### src/hdl/left_neighbour_slope_filter_core_assert.svh
// Assertion macros shared by the slope filter RTL.
// No dependencies; include with the bare file name.
`ifndef LEFT_NEIGHBOUR_SLOPE_FILTER_CORE_ASSERT_SVH
`define LEFT_NEIGHBOUR_SLOPE_FILTER_CORE_ASSERT_SVH

// Same-cycle implication, quiet during reset.
`define LSF_ASSERT_IMPLIES(label, clk, rst, ante, cons) \
  label: assert property (@(posedge clk) disable iff (rst) (ante) |-> (cons)) \
    else $error("slope filter: same-cycle check failed");

// Next-cycle implication, quiet during reset.
`define LSF_ASSERT_NEXT(label, clk, rst, ante, cons) \
  label: assert property (@(posedge clk) disable iff (rst) (ante) |=> (cons)) \
    else $error("slope filter: next-cycle check failed");

`endif

### src/hdl/lsf_pkg.sv
// Shared widths, codes, control struct and arctangent table of the slope filter.
// No dependencies.
package lsf_pkg;

  localparam int DATA_W       = 32;
  localparam int DIFF_W       = 33;
  localparam int PROD_W       = 64;
  localparam int CORDIC_W     = 43;
  localparam int ANGLE_W      = 25;
  localparam int ATAN_W       = 22;
  localparam int CORDIC_STEPS = 23;
  localparam int STEP_W       = 5;
  localparam int PRESCALE_TOP = 40;

  localparam logic [15:0] ANGLE_Q8_MAX = 16'd23040;

  localparam logic [1:0] METHOD_DIFF    = 2'd0;
  localparam logic [1:0] METHOD_PERCENT = 2'd1;
  localparam logic [1:0] METHOD_ANGLE   = 2'd2;

  localparam int CFG_INDEX_W = 1;
  localparam logic [CFG_INDEX_W-1:0] CFG_METHOD   = 1'b0;
  localparam logic [CFG_INDEX_W-1:0] CFG_INV_CELL = 1'b1;

  localparam logic [DATA_W-1:0] INV_CELL_RESET = 32'd16777216;

  // Per-item control that rides along the pipeline.
  typedef struct packed {
    logic valid;      // stage holds an item
    logic pair;       // item closes a pending cell: one paired result
    logic ok;         // paired result carries data
    logic row_end;    // item ends a row: one trailing no-data result
    logic neg;        // difference was negative
    logic use_angle;  // value comes from the angle path
    logic zero_p;     // scaled ratio was zero
  } lsf_ctl_t;

  // atan(2^-i) in degrees, 16 fraction bits.
  function automatic logic [ATAN_W-1:0] atan_deg_q16(input logic [STEP_W-1:0] step);
    logic [ATAN_W-1:0] a;
    case (step)
      5'd0:    a = 22'd2949120;
      5'd1:    a = 22'd1740967;
      5'd2:    a = 22'd919879;
      5'd3:    a = 22'd466945;
      5'd4:    a = 22'd234379;
      5'd5:    a = 22'd117304;
      5'd6:    a = 22'd58666;
      5'd7:    a = 22'd29335;
      5'd8:    a = 22'd14668;
      5'd9:    a = 22'd7334;
      5'd10:   a = 22'd3667;
      5'd11:   a = 22'd1833;
      5'd12:   a = 22'd917;
      5'd13:   a = 22'd458;
      5'd14:   a = 22'd229;
      5'd15:   a = 22'd115;
      5'd16:   a = 22'd57;
      5'd17:   a = 22'd29;
      5'd18:   a = 22'd14;
      5'd19:   a = 22'd7;
      5'd20:   a = 22'd4;
      5'd21:   a = 22'd2;
      5'd22:   a = 22'd1;
      default: a = '0;
    endcase
    return a;
  endfunction

endpackage

### src/hdl/lsf_out.sv
// Output side of the slope filter: angle rounding, expansion of an item into
// its results, and the output register. Depends on lsf_pkg.
module lsf_out (
  input  logic                               clk,
  input  logic                               rst,
  input  lsf_pkg::lsf_ctl_t                  tail_ctl,
  input  logic [lsf_pkg::DATA_W-1:0]         tail_val,
  input  logic signed [lsf_pkg::ANGLE_W-1:0] tail_z,
  output logic                               adv,
  output logic                               m_tvalid,
  input  logic                               m_tready,
  output logic [lsf_pkg::DATA_W-1:0]         m_tdata,
  output logic [0:0]                         m_tuser,
  output logic                               m_tlast
);
  import lsf_pkg::*;

  logic              out_valid;
  logic [DATA_W-1:0] out_value;
  logic              out_missing;
  logic              out_last;
  logic              phase;
  logic              phase_next;

  logic              out_load;
  logic              emit;
  logic [DATA_W-1:0] emit_val;
  logic              emit_missing;
  logic              emit_last;
  logic [DATA_W-1:0] pair_val;

  // angle: clamp negative to zero, round to 8 fraction bits, clamp to 90 deg
  always_comb begin
    logic [23:0]       zc;
    logic [ANGLE_W-1:0] zr;
    logic [16:0]       r;
    logic [15:0]       m;
    logic [DATA_W-1:0] m32;
    logic [DATA_W-1:0] angle_val;
    zc  = tail_z[ANGLE_W-1] ? '0 : tail_z[23:0];
    zr  = {1'b0, zc} + 25'd128;
    r   = zr[24:8];
    m   = (r > {1'b0, ANGLE_Q8_MAX}) ? ANGLE_Q8_MAX : r[15:0];
    if (tail_ctl.zero_p) m = '0;
    m32 = {16'd0, m};
    angle_val = tail_ctl.neg ? (~m32 + 32'd1) : m32;
    if (!tail_ctl.ok) begin
      pair_val = '0;
    end else if (tail_ctl.use_angle) begin
      pair_val = angle_val;
    end else begin
      pair_val = tail_val;
    end
  end

  // paired result first, then the row-end result; release the item after its last one
  always_comb begin
    out_load     = !out_valid || m_tready;
    emit         = 1'b0;
    emit_val     = '0;
    emit_missing = 1'b1;
    emit_last    = 1'b1;
    adv          = 1'b1;
    phase_next   = phase;
    if (tail_ctl.valid) begin
      if (tail_ctl.pair && !phase) begin
        emit         = out_load;
        emit_val     = pair_val;
        emit_missing = !tail_ctl.ok;
        emit_last    = !tail_ctl.row_end;
        adv          = out_load && !tail_ctl.row_end;
        if (out_load && tail_ctl.row_end) phase_next = 1'b1;
      end else if (tail_ctl.row_end) begin
        emit = out_load;
        adv  = out_load;
      end
    end
    if (adv) phase_next = 1'b0;
  end

  always_ff @(posedge clk) begin
    if (rst) begin
      out_valid <= 1'b0;
      phase     <= 1'b0;
    end else begin
      phase <= phase_next;
      if (out_load) out_valid <= emit;
    end
    if (out_load && emit) begin
      out_value   <= emit_val;
      out_missing <= emit_missing;
      out_last    <= emit_last;
    end
  end

  assign m_tvalid   = out_valid;
  assign m_tdata    = out_value;
  assign m_tuser[0] = out_missing;
  assign m_tlast    = out_last;

endmodule

### config.mk
export PLATFORM = sky130hd
export DESIGN_NAME = lsf_out
export DESIGN_NICKNAME = d
export VERILOG_FILES = /design/src/hdl/left_neighbour_slope_filter_core_assert.svh /design/src/hdl/lsf_pkg.sv /design/src/hdl/lsf_out.sv
export SDC_FILE = /design/constraint.sdc
export NUM_CORES = 1
export LEC_CHECK = 0
export BUFFER_PORTS_ARGS = -buffer_cell sky130_fd_sc_hd__buf_2
export CORE_MARGIN = 1
export CORE_UTILIZATION = 45
export CTS_BUF_LIST = sky130_fd_sc_hd__clkbuf_8
export CTS_CLUSTER_DIAMETER = 50
export DETAILED_ROUTE_END_ITERATION = 8
export PLACE_DENSITY = 0.83
export SETUP_SLACK_MARGIN = 0.1
export SYNTH_ARGS = -nofsm -noshare
export SYNTH_HDL_FRONTEND = slang
export SYNTH_SLANG_ARGS = --single-unit
### constraint.sdc
create_clock -name clk -period 4.87 [get_ports clk]
set_input_delay 0.487 -clock clk [delete_from_list [all_inputs] [get_ports clk]]
set_output_delay 0.487 -clock clk [all_outputs]
set_load 0.01 [all_outputs]
==> summary.txt <==
Outcome
  – Status: completed

Pwr
  – Seq pwr share: roughly 47%
  – Logic gate share of total power: 25.9%
  – Pwr/cell area: 223 nW/µm²
  – Clk pwr share: 27.5%
  – Net Sw Power: approximately 230 µW
  – Pint: around 550 µW
  – Sw Ratio: just under 30%
  – Leakage power: around 1.5 nW
  – Worst VDD drop: roughly 0.00017 V

Worst setup path
  – CP delay by family, top: simple AND/OR/NAND/NOR gates
  – Crit Path Max Fanout: 9
  – CP endpoint kind: flip-flop
  – Required time worst endpoint: roughly 5.0 ns
  – CP Buf/Inv Count: 2
  – CP cell instances: buf_2 > nor2b_1 > ha_1 > nand3b_2 > nor4_1 > mux2_2 > nor3_1 > nand4_1 > a21oi_2 > nand2_1 > ha_1 > nor2_1 > buf_4 > a21boi_0 > a211oi_1 > a31oi_1
  – Most used cell, CP: ha_1
  – R2R Path Start: phase
  – WS Path Type: input port to flip-flop
  – Worst Path Arrival: just over 4 ns
  – Worst setup SP type: input port
  – Crit path max-delay cell type: mux2_2
  – Critical Path Start: tail_z[7]
  – Slowest cell delay on critical path: 0.46 ns

CTS
  – Clock sinks: 36
  – Cts hold-fix bufs: 0
  – Setup Buffers After CTS: 0
  – Clock buffer depth: 2
  – H-tree lvl count: 2
  – Num CTS Buffers: 5
  – Clk_lat worst skew: between 0.2 and 0.3 ns
  – CTS tree: done
  – Post_cts resized: 0
  – CTS clock-pin slew for the worst setup and hold paths: around 0.070 ns
  – Root Driver: clkbuf_8

Place
  – DP HPWL: between 5000 and 6000 µm
  – Port buffer count: 95
  – Gpl congestion: 0.928

Synth
  – Number of enable flip-flop cells after synthesis: 34
  – Syn_area_per_cell: between 9 and 10 µm²
  – Commonest cells in the netlist: edfxtp_1, nor2_1, nand2_1
  – Synth area leaders: edfxtp_1, a21o_1, nor2_1
  – Gate Count Post-Synth: between 300 and 400
  – Top_reg_cell synth: edfxtp_1
  – Mapped cell area: 2890 µm²
  – Synth warn: 0
  – Synthesized flop and latch total: 36
  – Register area share after synthesis: 36.7%
  – Asr flop ratio synth: 0%
  – Unique cell type count in the Yosys netlist: 74
  – Cell taking the most area after synthesis: edfxtp_1
  – Syn Nets: 383
  – Synth top area share: between 30% and 40%
  – Most frequent cell after synthesis: edfxtp_1

Drt
  – Via density per instance: roughly 5.9
  – Avg WL per Cell: ~16 µm
  – Drt drc: 0
  – Detailed Route Iter0 Violations: between 200 and 250
  – Final wirelength: around 7400 µm
  – Remaining antenna violation count: 0
  – Via Count: 2,810
  – Detailed-router iteration count before antenna repair: 5

Die
  – Top Ports: approximately 100
  – DIE WIDTH: slightly above 80 µm
  – Initial Util: approximately 48%
  – Die footprint: between 6000 and 7000 µm²
  – # rows: 28
  – Core Region: between 6000 and 7000 µm²
  – Die height: between 80 and 90 µm

Timing
  – RSZ-0062 raised after global routing: false
  – Tcrit/Tclk final: between 80% and 90%
  – Clock skew: ~0.0066 ns
  – Worst-Margin Slew: roughly 0.95 ns
  – Setup violators final: 0
  – Hold Vio Cnt, Final: 0
  – FMAX: 253 MHz
  – Slew Viols, Final: 0
  – Slew headroom: ~36%
  – Setup TNS: 0 ns
  – Time the worst path needs with I/O delays and setup: roughly 4.0 ns

Layout
  – Final nets: between 400 and 500
  – Final design utilization: between 50 and 60%
  – N_diodes: 0
  – Layout cells sized above 1: between 30% and 40%
  – # fillers: approximately 560
  – Syn-to-layout area delta: 21.2%

Global route
  – Pin count of the biggest net entering global routing: 35
  – Total grt overflow: 0
  – Global-route wire length before repair: roughly 12,000 µm
  – Vias in the first global route: ~2,600
  – All-layer global routing usage: between 20 and 25%
  – Antenna violations before repair: 0

Worst hold path
  – Worst Hold Class: input port to flip-flop
  – HP Start: rst

Job
  – Max-Cap Viols: 0
power by group through the flow:
stage | Clock, mW | Sequential (mW) | Combinational, mW
after detailed placement | 0 | 0.371 | 0.200
after CTS | 0.219 | 0.364 | 0.201
after global placement | 0 | 0.370 | 0.195
after global routing | 0.231 | 0.366 | 0.223
after floorplan | 0 | 0.382 | 0.115
final | 0.215 | 0.364 | 0.202
layout make-up:
class                           instances  area, µm²  share of cell area, %
Inverter                                8       30.0                  0.857
Clock buffer                            6       82.6                   2.36
Multi-Input combinational cell        253       1730                   49.3
Sequential cell                        36       1060                   30.3
Clock inverter                          2       10.0                  0.286
Tap cell                               75       93.8                   2.68
Timing Repair Buffer                   98        498                   14.2
path summary, 6_finish.rpt:
kind / endpoint / slack, ns / depth (start not counted)
setup / recovery: m_tdata[12] / 0.91 / 16
hold / removal: m_tvalid / 0.36 / 2
setup reg to reg: m_tdata[17] / 2.37 / 5
hold reg to reg: m_tvalid / 0.49 / 2
cell usage in the layout, fill, tap and decap left out, types with 3 or more instances in the layout:
cell type  instances
buf_2             95
edfxtp_1          34
nand2_1           26
nor2_1            26
nand3_1           18
o21ai_0           17
a21oi_1           16
a21o_1            16
nor2b_1            9
and3_1             8
inv_1              8
xnor2_1            8
nor3_1             7
nand4_1            6
a31oi_1            6
clkbuf_8           6
nor4_1             5
a211oi_1           5
xor2_1             4
o31ai_1            4
mux2_2             4
mux2i_1            4
o31a_1             3
nand2b_1           3
ha_1               3
buf_4              3
metrics by stage:
| stage | std cells | total power, mW | hold WS [ns] | area (µm²) | setup slack (ns) |
|---|---|---|---|---|---|
| after floorplan | 313 | 0.497 | 0.469 | 2890 | 0.752 |
| after global placement | 470 | 0.564 | 0.459 | 3410 | 0.746 |
| after detailed placement | 470 | 0.571 | 0.482 | 3410 | 0.637 |
| after CTS | 478 | 0.784 | 0.355 | 3500 | 0.931 |
| after global routing | 478 | 0.820 | 0.359 | 3500 | 0.519 |
| final | 478 | 0.781 | 0.359 | 3500 | 0.910 |
kinds of logic (layout without fill, tap and decap cells):
| group | after synthesis | after routing | share of synthesized area [%] |
|---|---|---|---|
| flip-flops | 36 | 36 | 36.7 |
| AO/OA/AOI/OAI | 95 | 95 | 24.5 |
| buffers and inverters | 24 | 114 | 3.63 |
| multiplexers | 10 | 10 | 3.94 |
| XOR/XNOR | 12 | 12 | 3.63 |
| AND/OR/NAND/NOR | 131 | 131 | 25.9 |
| other | 1 | 1 | 0.130 |
| adder cells (fa/ha/maj) | 4 | 4 | 1.64 |
routing by layer:
layer	GRT usage [%]	vias up	part of all wire (%)	routed length, µm
met5	0	-	0	0
met4	7.72	0	1.5	110
met3	4.18	14	7.7	570
met2	41.0	121	48	3550
met1	27.2	1294	43	3220
li1	-	1381	-	-
registers in the layout (all words and copies together), names as in the netlist:
name      cells
m_tvalid      1
phase         1
m_tlast       1
m_tdata      32
m_tuser       1
No activity file was read; power rests on OpenSTA's default activity.
