==> config.mk <==
export PLATFORM = sky130hd
export DESIGN_NAME = lsf_front
export DESIGN_NICKNAME = d
export VERILOG_FILES = /design/src/hdl/left_neighbour_slope_filter_core_assert.svh /design/src/hdl/lsf_pkg.sv /design/src/hdl/lsf_front.sv
export SDC_FILE = /design/constraint.sdc
export NUM_CORES = 2
export LEC_CHECK = 0
export BUFFER_PORTS_ARGS = -buffer_cell sky130_fd_sc_hd__buf_2
export CAP_MARGIN = 20
export CELL_PAD_IN_SITES_DETAIL_PLACEMENT = 1
export CELL_PAD_IN_SITES_GLOBAL_PLACEMENT = 1
export CORE_ASPECT_RATIO = 1.25
export CORE_MARGIN = 4
export CORE_UTILIZATION = 55
export CTS_CLUSTER_SIZE = 20
export DETAILED_ROUTE_END_ITERATION = 6
export PLACE_DENSITY = 0.88
export SLEW_MARGIN = 20
export SYNTH_ARGS = -nofsm -noshare
export SYNTH_HDL_FRONTEND = slang
export SYNTH_SLANG_ARGS = --single-unit
==> constraint.sdc <==
create_clock -name clk -period 26.8 [get_ports clk]
set_clock_uncertainty 0.05 [all_clocks]
set_input_delay 1.34 -clock clk [delete_from_list [all_inputs] [get_ports clk]]
set_output_delay 1.34 -clock clk [all_outputs]
set_load 0.02 [all_outputs]
==> src/hdl/left_neighbour_slope_filter_core_assert.svh <==
// Assertion macros shared by the slope filter RTL.
// No dependencies; include with the bare file name.
`ifndef LEFT_NEIGHBOUR_SLOPE_FILTER_CORE_ASSERT_SVH
`define LEFT_NEIGHBOUR_SLOPE_FILTER_CORE_ASSERT_SVH

// Same-cycle implication, quiet during reset.
`define LSF_ASSERT_IMPLIES(label, clk, rst, ante, cons) \
  label: assert property (@(posedge clk) disable iff (rst) (ante) |-> (cons)) \
    else $error("slope filter: same-cycle check failed");

// Next-cycle implication, quiet during reset.
`define LSF_ASSERT_NEXT(label, clk, rst, ante, cons) \
  label: assert property (@(posedge clk) disable iff (rst) (ante) |=> (cons)) \
    else $error("slope filter: next-cycle check failed");

`endif

==> src/hdl/lsf_pkg.sv <==
// Shared widths, codes, control struct and arctangent table of the slope filter.
// No dependencies.
package lsf_pkg;

  localparam int DATA_W       = 32;
  localparam int DIFF_W       = 33;
  localparam int PROD_W       = 64;
  localparam int CORDIC_W     = 43;
  localparam int ANGLE_W      = 25;
  localparam int ATAN_W       = 22;
  localparam int CORDIC_STEPS = 23;
  localparam int STEP_W       = 5;
  localparam int PRESCALE_TOP = 40;

  localparam logic [15:0] ANGLE_Q8_MAX = 16'd23040;

  localparam logic [1:0] METHOD_DIFF    = 2'd0;
  localparam logic [1:0] METHOD_PERCENT = 2'd1;
  localparam logic [1:0] METHOD_ANGLE   = 2'd2;

  localparam int CFG_INDEX_W = 1;
  localparam logic [CFG_INDEX_W-1:0] CFG_METHOD   = 1'b0;
  localparam logic [CFG_INDEX_W-1:0] CFG_INV_CELL = 1'b1;

  localparam logic [DATA_W-1:0] INV_CELL_RESET = 32'd16777216;

  // Per-item control that rides along the pipeline.
  typedef struct packed {
    logic valid;      // stage holds an item
    logic pair;       // item closes a pending cell: one paired result
    logic ok;         // paired result carries data
    logic row_end;    // item ends a row: one trailing no-data result
    logic neg;        // difference was negative
    logic use_angle;  // value comes from the angle path
    logic zero_p;     // scaled ratio was zero
  } lsf_ctl_t;

  // atan(2^-i) in degrees, 16 fraction bits.
  function automatic logic [ATAN_W-1:0] atan_deg_q16(input logic [STEP_W-1:0] step);
    logic [ATAN_W-1:0] a;
    case (step)
      5'd0:    a = 22'd2949120;
      5'd1:    a = 22'd1740967;
      5'd2:    a = 22'd919879;
      5'd3:    a = 22'd466945;
      5'd4:    a = 22'd234379;
      5'd5:    a = 22'd117304;
      5'd6:    a = 22'd58666;
      5'd7:    a = 22'd29335;
      5'd8:    a = 22'd14668;
      5'd9:    a = 22'd7334;
      5'd10:   a = 22'd3667;
      5'd11:   a = 22'd1833;
      5'd12:   a = 22'd917;
      5'd13:   a = 22'd458;
      5'd14:   a = 22'd229;
      5'd15:   a = 22'd115;
      5'd16:   a = 22'd57;
      5'd17:   a = 22'd29;
      5'd18:   a = 22'd14;
      5'd19:   a = 22'd7;
      5'd20:   a = 22'd4;
      5'd21:   a = 22'd2;
      5'd22:   a = 22'd1;
      default: a = '0;
    endcase
    return a;
  endfunction

endpackage

==> src/hdl/lsf_front.sv <==
// Front end of the slope filter: difference, scaling product, percent slope
// and CORDIC prescale over three stages. Depends on lsf_pkg.
module lsf_front (
  input  logic                                clk,
  input  logic                                rst,
  input  logic                                adv,
  input  lsf_pkg::lsf_ctl_t                   in_ctl,
  input  logic signed [lsf_pkg::DATA_W-1:0]   in_a,
  input  logic signed [lsf_pkg::DATA_W-1:0]   in_b,
  input  logic [1:0]                          method,
  input  logic [lsf_pkg::DATA_W-1:0]          inv_cell_size,
  output lsf_pkg::lsf_ctl_t                   out_ctl,
  output logic [lsf_pkg::DATA_W-1:0]          out_val,
  output logic signed [lsf_pkg::CORDIC_W-1:0] out_x,
  output logic signed [lsf_pkg::CORDIC_W-1:0] out_y
);
  import lsf_pkg::*;

  // stage 1: difference
  lsf_ctl_t                  s1_ctl;
  logic signed [DIFF_W-1:0]  s1_d;
  logic [1:0]                s1_method;
  logic [DATA_W-1:0]         s1_ics;

  // stage 2: product
  lsf_ctl_t                  s2_ctl;
  lsf_ctl_t                  s2_ctl_next;
  logic [PROD_W-1:0]         s2_p;
  logic [PROD_W-1:0]         s2_p_next;
  logic [DATA_W-1:0]         s2_sat;
  logic [DATA_W-1:0]         s2_sat_next;
  logic [1:0]                s2_method;

  // stage 3 combinational values
  lsf_ctl_t                  s3_ctl_next;
  logic [DATA_W-1:0]         s3_val_next;
  logic signed [CORDIC_W-1:0] s3_x_next;
  logic signed [CORDIC_W-1:0] s3_y_next;

  always_ff @(posedge clk) begin
    if (rst) begin
      s1_ctl <= '0;
    end else if (adv) begin
      s1_ctl <= in_ctl;
    end
    if (adv) begin
      s1_d      <= DIFF_W'(in_a) - DIFF_W'(in_b);
      s1_method <= method;
      s1_ics    <= inv_cell_size;
    end
  end

  always_comb begin
    logic [DIFF_W-1:0] mag;
    logic              neg;
    neg = s1_d[DIFF_W-1];
    mag = neg ? DIFF_W'(-s1_d) : DIFF_W'(s1_d);
    // magnitude of 2^32 is the only case with the top bit set
    if (mag[DIFF_W-1]) begin
      s2_p_next = {s1_ics, 32'd0};
    end else begin
      s2_p_next = mag[DATA_W-1:0] * s1_ics;
    end
    if (s1_d[DIFF_W-1] != s1_d[DIFF_W-2]) begin
      s2_sat_next = neg ? 32'h8000_0000 : 32'h7fff_ffff;
    end else begin
      s2_sat_next = s1_d[DATA_W-1:0];
    end
    s2_ctl_next           = s1_ctl;
    s2_ctl_next.neg       = neg;
    s2_ctl_next.use_angle = s1_ctl.ok && (s1_method == METHOD_ANGLE);
  end

  always_ff @(posedge clk) begin
    if (rst) begin
      s2_ctl <= '0;
    end else if (adv) begin
      s2_ctl <= s2_ctl_next;
    end
    if (adv) begin
      s2_p      <= s2_p_next;
      s2_sat    <= s2_sat_next;
      s2_method <= s1_method;
    end
  end

  always_comb begin
    logic [39:0]       hi;
    logic [23:0]       lo;
    logic [46:0]       hi100;
    logic [30:0]       t;
    logic [46:0]       q;
    logic [DATA_W-1:0] m1;
    logic [DATA_W-1:0] val1;
    logic [STEP_W-1:0] sh;
    logic [PROD_W-1:0] y_sh;
    logic [32:0]       x_sh;
    hi    = s2_p[63:24];
    lo    = s2_p[23:0];
    hi100 = {hi, 6'd0} + {1'b0, hi, 5'd0} + {5'd0, hi, 2'd0};
    t     = {1'b0, lo, 6'd0} + {2'b0, lo, 5'd0} + {5'd0, lo, 2'd0} + 31'h0080_0000;
    q     = hi100 + 47'(t[30:24]);
    m1    = (q[46:31] != '0) ? 32'h8000_0000 : q[31:0];
    if (s2_ctl.neg) begin
      val1 = ~m1 + 32'd1;
    end else begin
      val1 = m1[31] ? 32'h7fff_ffff : m1;
    end
    case (s2_method)
      METHOD_DIFF:    s3_val_next = s2_sat;
      METHOD_PERCENT: s3_val_next = val1;
      default:        s3_val_next = '0;
    endcase

    // halve both operands until the ratio fits below 2^40
    sh = '0;
    for (int i = 0; i < PROD_W - PRESCALE_TOP; i++) begin
      if (s2_p[PRESCALE_TOP + i]) sh = STEP_W'(i + 1);
    end
    y_sh      = s2_p >> sh;
    x_sh      = 33'h1_0000_0000 >> sh;
    s3_x_next = $signed({10'd0, x_sh});
    s3_y_next = $signed({3'd0, y_sh[PRESCALE_TOP-1:0]});

    s3_ctl_next        = s2_ctl;
    s3_ctl_next.zero_p = (s2_p == '0);
  end

  always_ff @(posedge clk) begin
    if (rst) begin
      out_ctl <= '0;
    end else if (adv) begin
      out_ctl <= s3_ctl_next;
    end
    if (adv) begin
      out_val <= s3_val_next;
      out_x   <= s3_x_next;
      out_y   <= s3_y_next;
    end
  end

endmodule

==> impl_metrics.csv <==
group,metric,value,unit
clock_tree,clockBufferDepth,3,
clock_tree,cts_setup_buffers,0,
clock_tree,cts.clk_slew.worst_paths,60,ps
layout,n_fill_cell,11700,
logic_synthesis,avgSynthCellArea,9.12,um^2
setup_path,crit_top_cell,"fa_1",
setup_path,crit_family,"adder cells",
job,drv_cap,0,
grt,grt_pass1_vias,56900,
timing,drv_slew,0,
clock_tree,cts_tree,"yes",
layout,area.sequential,8420,um^2
clock_tree,clock-sinks,286,
place,dp_hpwl,157000,um
drt,drc,0,
timing,fin_crit_sh,47.4,%
hold_path,hold_path.class,"reg -> reg",
drt,routed_via_density,6.50,
setup_path,path_buf_inv,9,
timing,setup_violations,0,
setup_path,worst-setup-path-type,"reg -> reg",
die,core-area,102000,um^2
timing,rsz0062_at_grt,"false",
clock_tree,htree_levels,2,
drt,drt_iter0_markers,4766,
grt,grt-ovfl-total,0,
grt,grt_pass1_wl,331000,um
setup_path,worstPathRequired,27070,ps
clock_tree,holdBufCountCts,0,
logic_synthesis,synth.distinct_cells,95,
die,start_util,55.4,%
logic_synthesis,synth_common_cells,"1118 x inv_1, 998 x nand2_1, 956 x fa_1",
logic_synthesis,yosys_warnings,0,
timing,fmax,0.0787,GHz
setup_path,worstPathMaxFanout,17,
logic_synthesis,synthMostInstantiatedCell,"inv_1",
timing,holdWs,423,ps
drt,routed_wl,218000,um
layout,multi_input_area,42900,um^2
drt,detail_route.wl_per_cell,28.8,um
clock_tree,clkLatencyLatePin,660,ps
clock_tree,cts_root_buf,"clkbuf_16",
logic_synthesis,synth_largest_area_cell,"fa_1",
clock_tree,cts_resized,0,
setup_path,cp.arrival,12970,ps
clock_tree,numCtsBuffers,37,
logic_synthesis,synth_area,56600,um^2
setup_path,start_kind,"register",
drt,antenna_left,0,
drt,dr.pass1.iters,6,
setup_path,cp-end-kind,"register",
timing,finalSetupTns,0,ps
setup_path,cpPeakStageDelay,730,ps
die,die_height,367,um
logic_synthesis,synth_cells,6201,
logic_synthesis,ys_seq_area_share,14.9,%
layout,drive_gt1_share,8.29,%
logic_synthesis,ys_top_cells_by_area,"fa_1 34%, edfxtp_1 14%, ha_1 11%, inv_1 7.4%, nand2_1 6.6%",
die,die_area,108000,um^2
die,die_x,295,um
timing,finalHoldViolations,0,
logic_synthesis,synth_top_area_share,33.8,%
timing,fin_crit,12700,ps
logic_synthesis,synth_ff_type,"edfxtp_1",
grt,track_usage,40.2,%
logic_synthesis,async_flop_share,0,%
grt,grt_antenna_before_repair,6,
logic_synthesis,synth_edf_count,269,
timing,tightest_slew,1070,ps
grt,grt_max_degree,111,
logic_synthesis,ys_ff_latch,286,
setup_path,slowest_stage,"a2111oi_0",
timing,slew-limit-headroom,28.1,%
layout,fin_nets,7762,
run_status,outcome,"finished, final reports clean",
drt,vias,49300,
layout,final_cells,7584,
layout,areaGrowthSynthToFinish,6.49,%
place,place.gp.congestion,0.936,
layout,fin_util,59.0,%
die,ioPinCount,233,
place,numPortBuffers,215,
die,num_rows,131,
place,dp_cells,7513,
routing by layer:
layer  up-vias  GRT usage, %  wire [um]  part of all wire (%)
li1      19800             -          -                     -
met1     24700          42.4      69000                    32
met2      3316          67.2     105000                    48
met3      1519          9.93      20800                   9.5
met4         2          34.4      23100                    11
met5         -             0         10                0.0046
cell type report:
class,instances,area share (%)
diodes,4,0.0166
well taps,1330,2.76
repair buffers,308,2.97
clock inverters,25,0.434
inverters,1119,6.97
flip-flops and latches,286,14.0
multi-input cells,4471,71.3
clock buffers,41,1.60
worst reg2reg max path: cells and delay by family (launching register included):
family	cells	cell delay [ps]
buf+inv	9	1120
flops	1	530
fa+ha+maj	9	4720
xor+xnor	1	180
compound gates	10	3790
simple gates	7	2040
final timing paths:
path / start / cells past startpoint / end / slack [ps]
worst max-delay path: s1_d[6]$_DFFE_PP_ / 36 / s2_p[48]$_DFFE_PP_ / 14100
worst min register to register: s2_ctl[1]$_SDFFE_PP0P_ / 2 / s2_ctl[1]$_SDFFE_PP0P_ / 420
worst min-delay path: s2_ctl[1]$_SDFFE_PP0P_ / 2 / s2_ctl[1]$_SDFFE_PP0P_ / 420
worst max register to register: s1_d[6]$_DFFE_PP_ / 36 / s2_p[48]$_DFFE_PP_ / 14100
layout by cell type (no fill, tap or decap), types with 29 or more instances in the layout:
cell type  synthesis  routed
a21o_1            92      91
mux2i_1           60      60
nand4_1           36      36
inv_1           1118    1118
o21a_1            29      29
buf_4             14      92
clkbuf_16          0      38
o21ai_0          195     194
buf_2             17     214
a211oi_1          32      32
nand2b_1          33      33
nand3_1           62      62
fa_1             956     956
a21oi_1          208     207
mux4_2            45      45
nor2_1           249     243
xnor2_1           89      63
nor3_1            53      52
or3_1             31      31
ha_1             475     475
edfxtp_1         269     269
and2_1           291     291
xor2_1            50      46
nand2_1          998     998
cells by family after synthesis:
| logic type | after synthesis | synth area share [%] |
|---|---|---|
| buf+inv | 1457 | 9.83 |
| compound gates | 844 | 9.79 |
| simple gates | 1910 | 15.6 |
| mux | 133 | 3.41 |
| other cells | 1 | 0.00663 |
| fa+ha+maj | 1431 | 44.3 |
| flops | 286 | 14.9 |
| xor+xnor | 139 | 2.15 |
state kept, by name (all words and copies together) (netlist names):
signal,cells
out_val,32
s2_p,64
s1_d,33
s2_sat,32
s1_ics,32
out_y,40
out_ctl,7
out_x,32
s1_method,2
s2_method,2
s1_ctl,4
s2_ctl,6
stage by stage:
| stage | setup slack [ps] | instance area (um^2) |
|---|---|---|
| after CTS | 14520 | 60200 |
| after global routing | 13820 | 60200 |
| after floorplan | 16900 | 56600 |
| final | 14100 | 60200 |
| after global placement | 15330 | 59000 |
| after detailed placement | 14710 | 59000 |
Power is left out: the tool's default activity adds up to more than one toggle a clock period on the data nets, which glitch-free logic cannot reach.
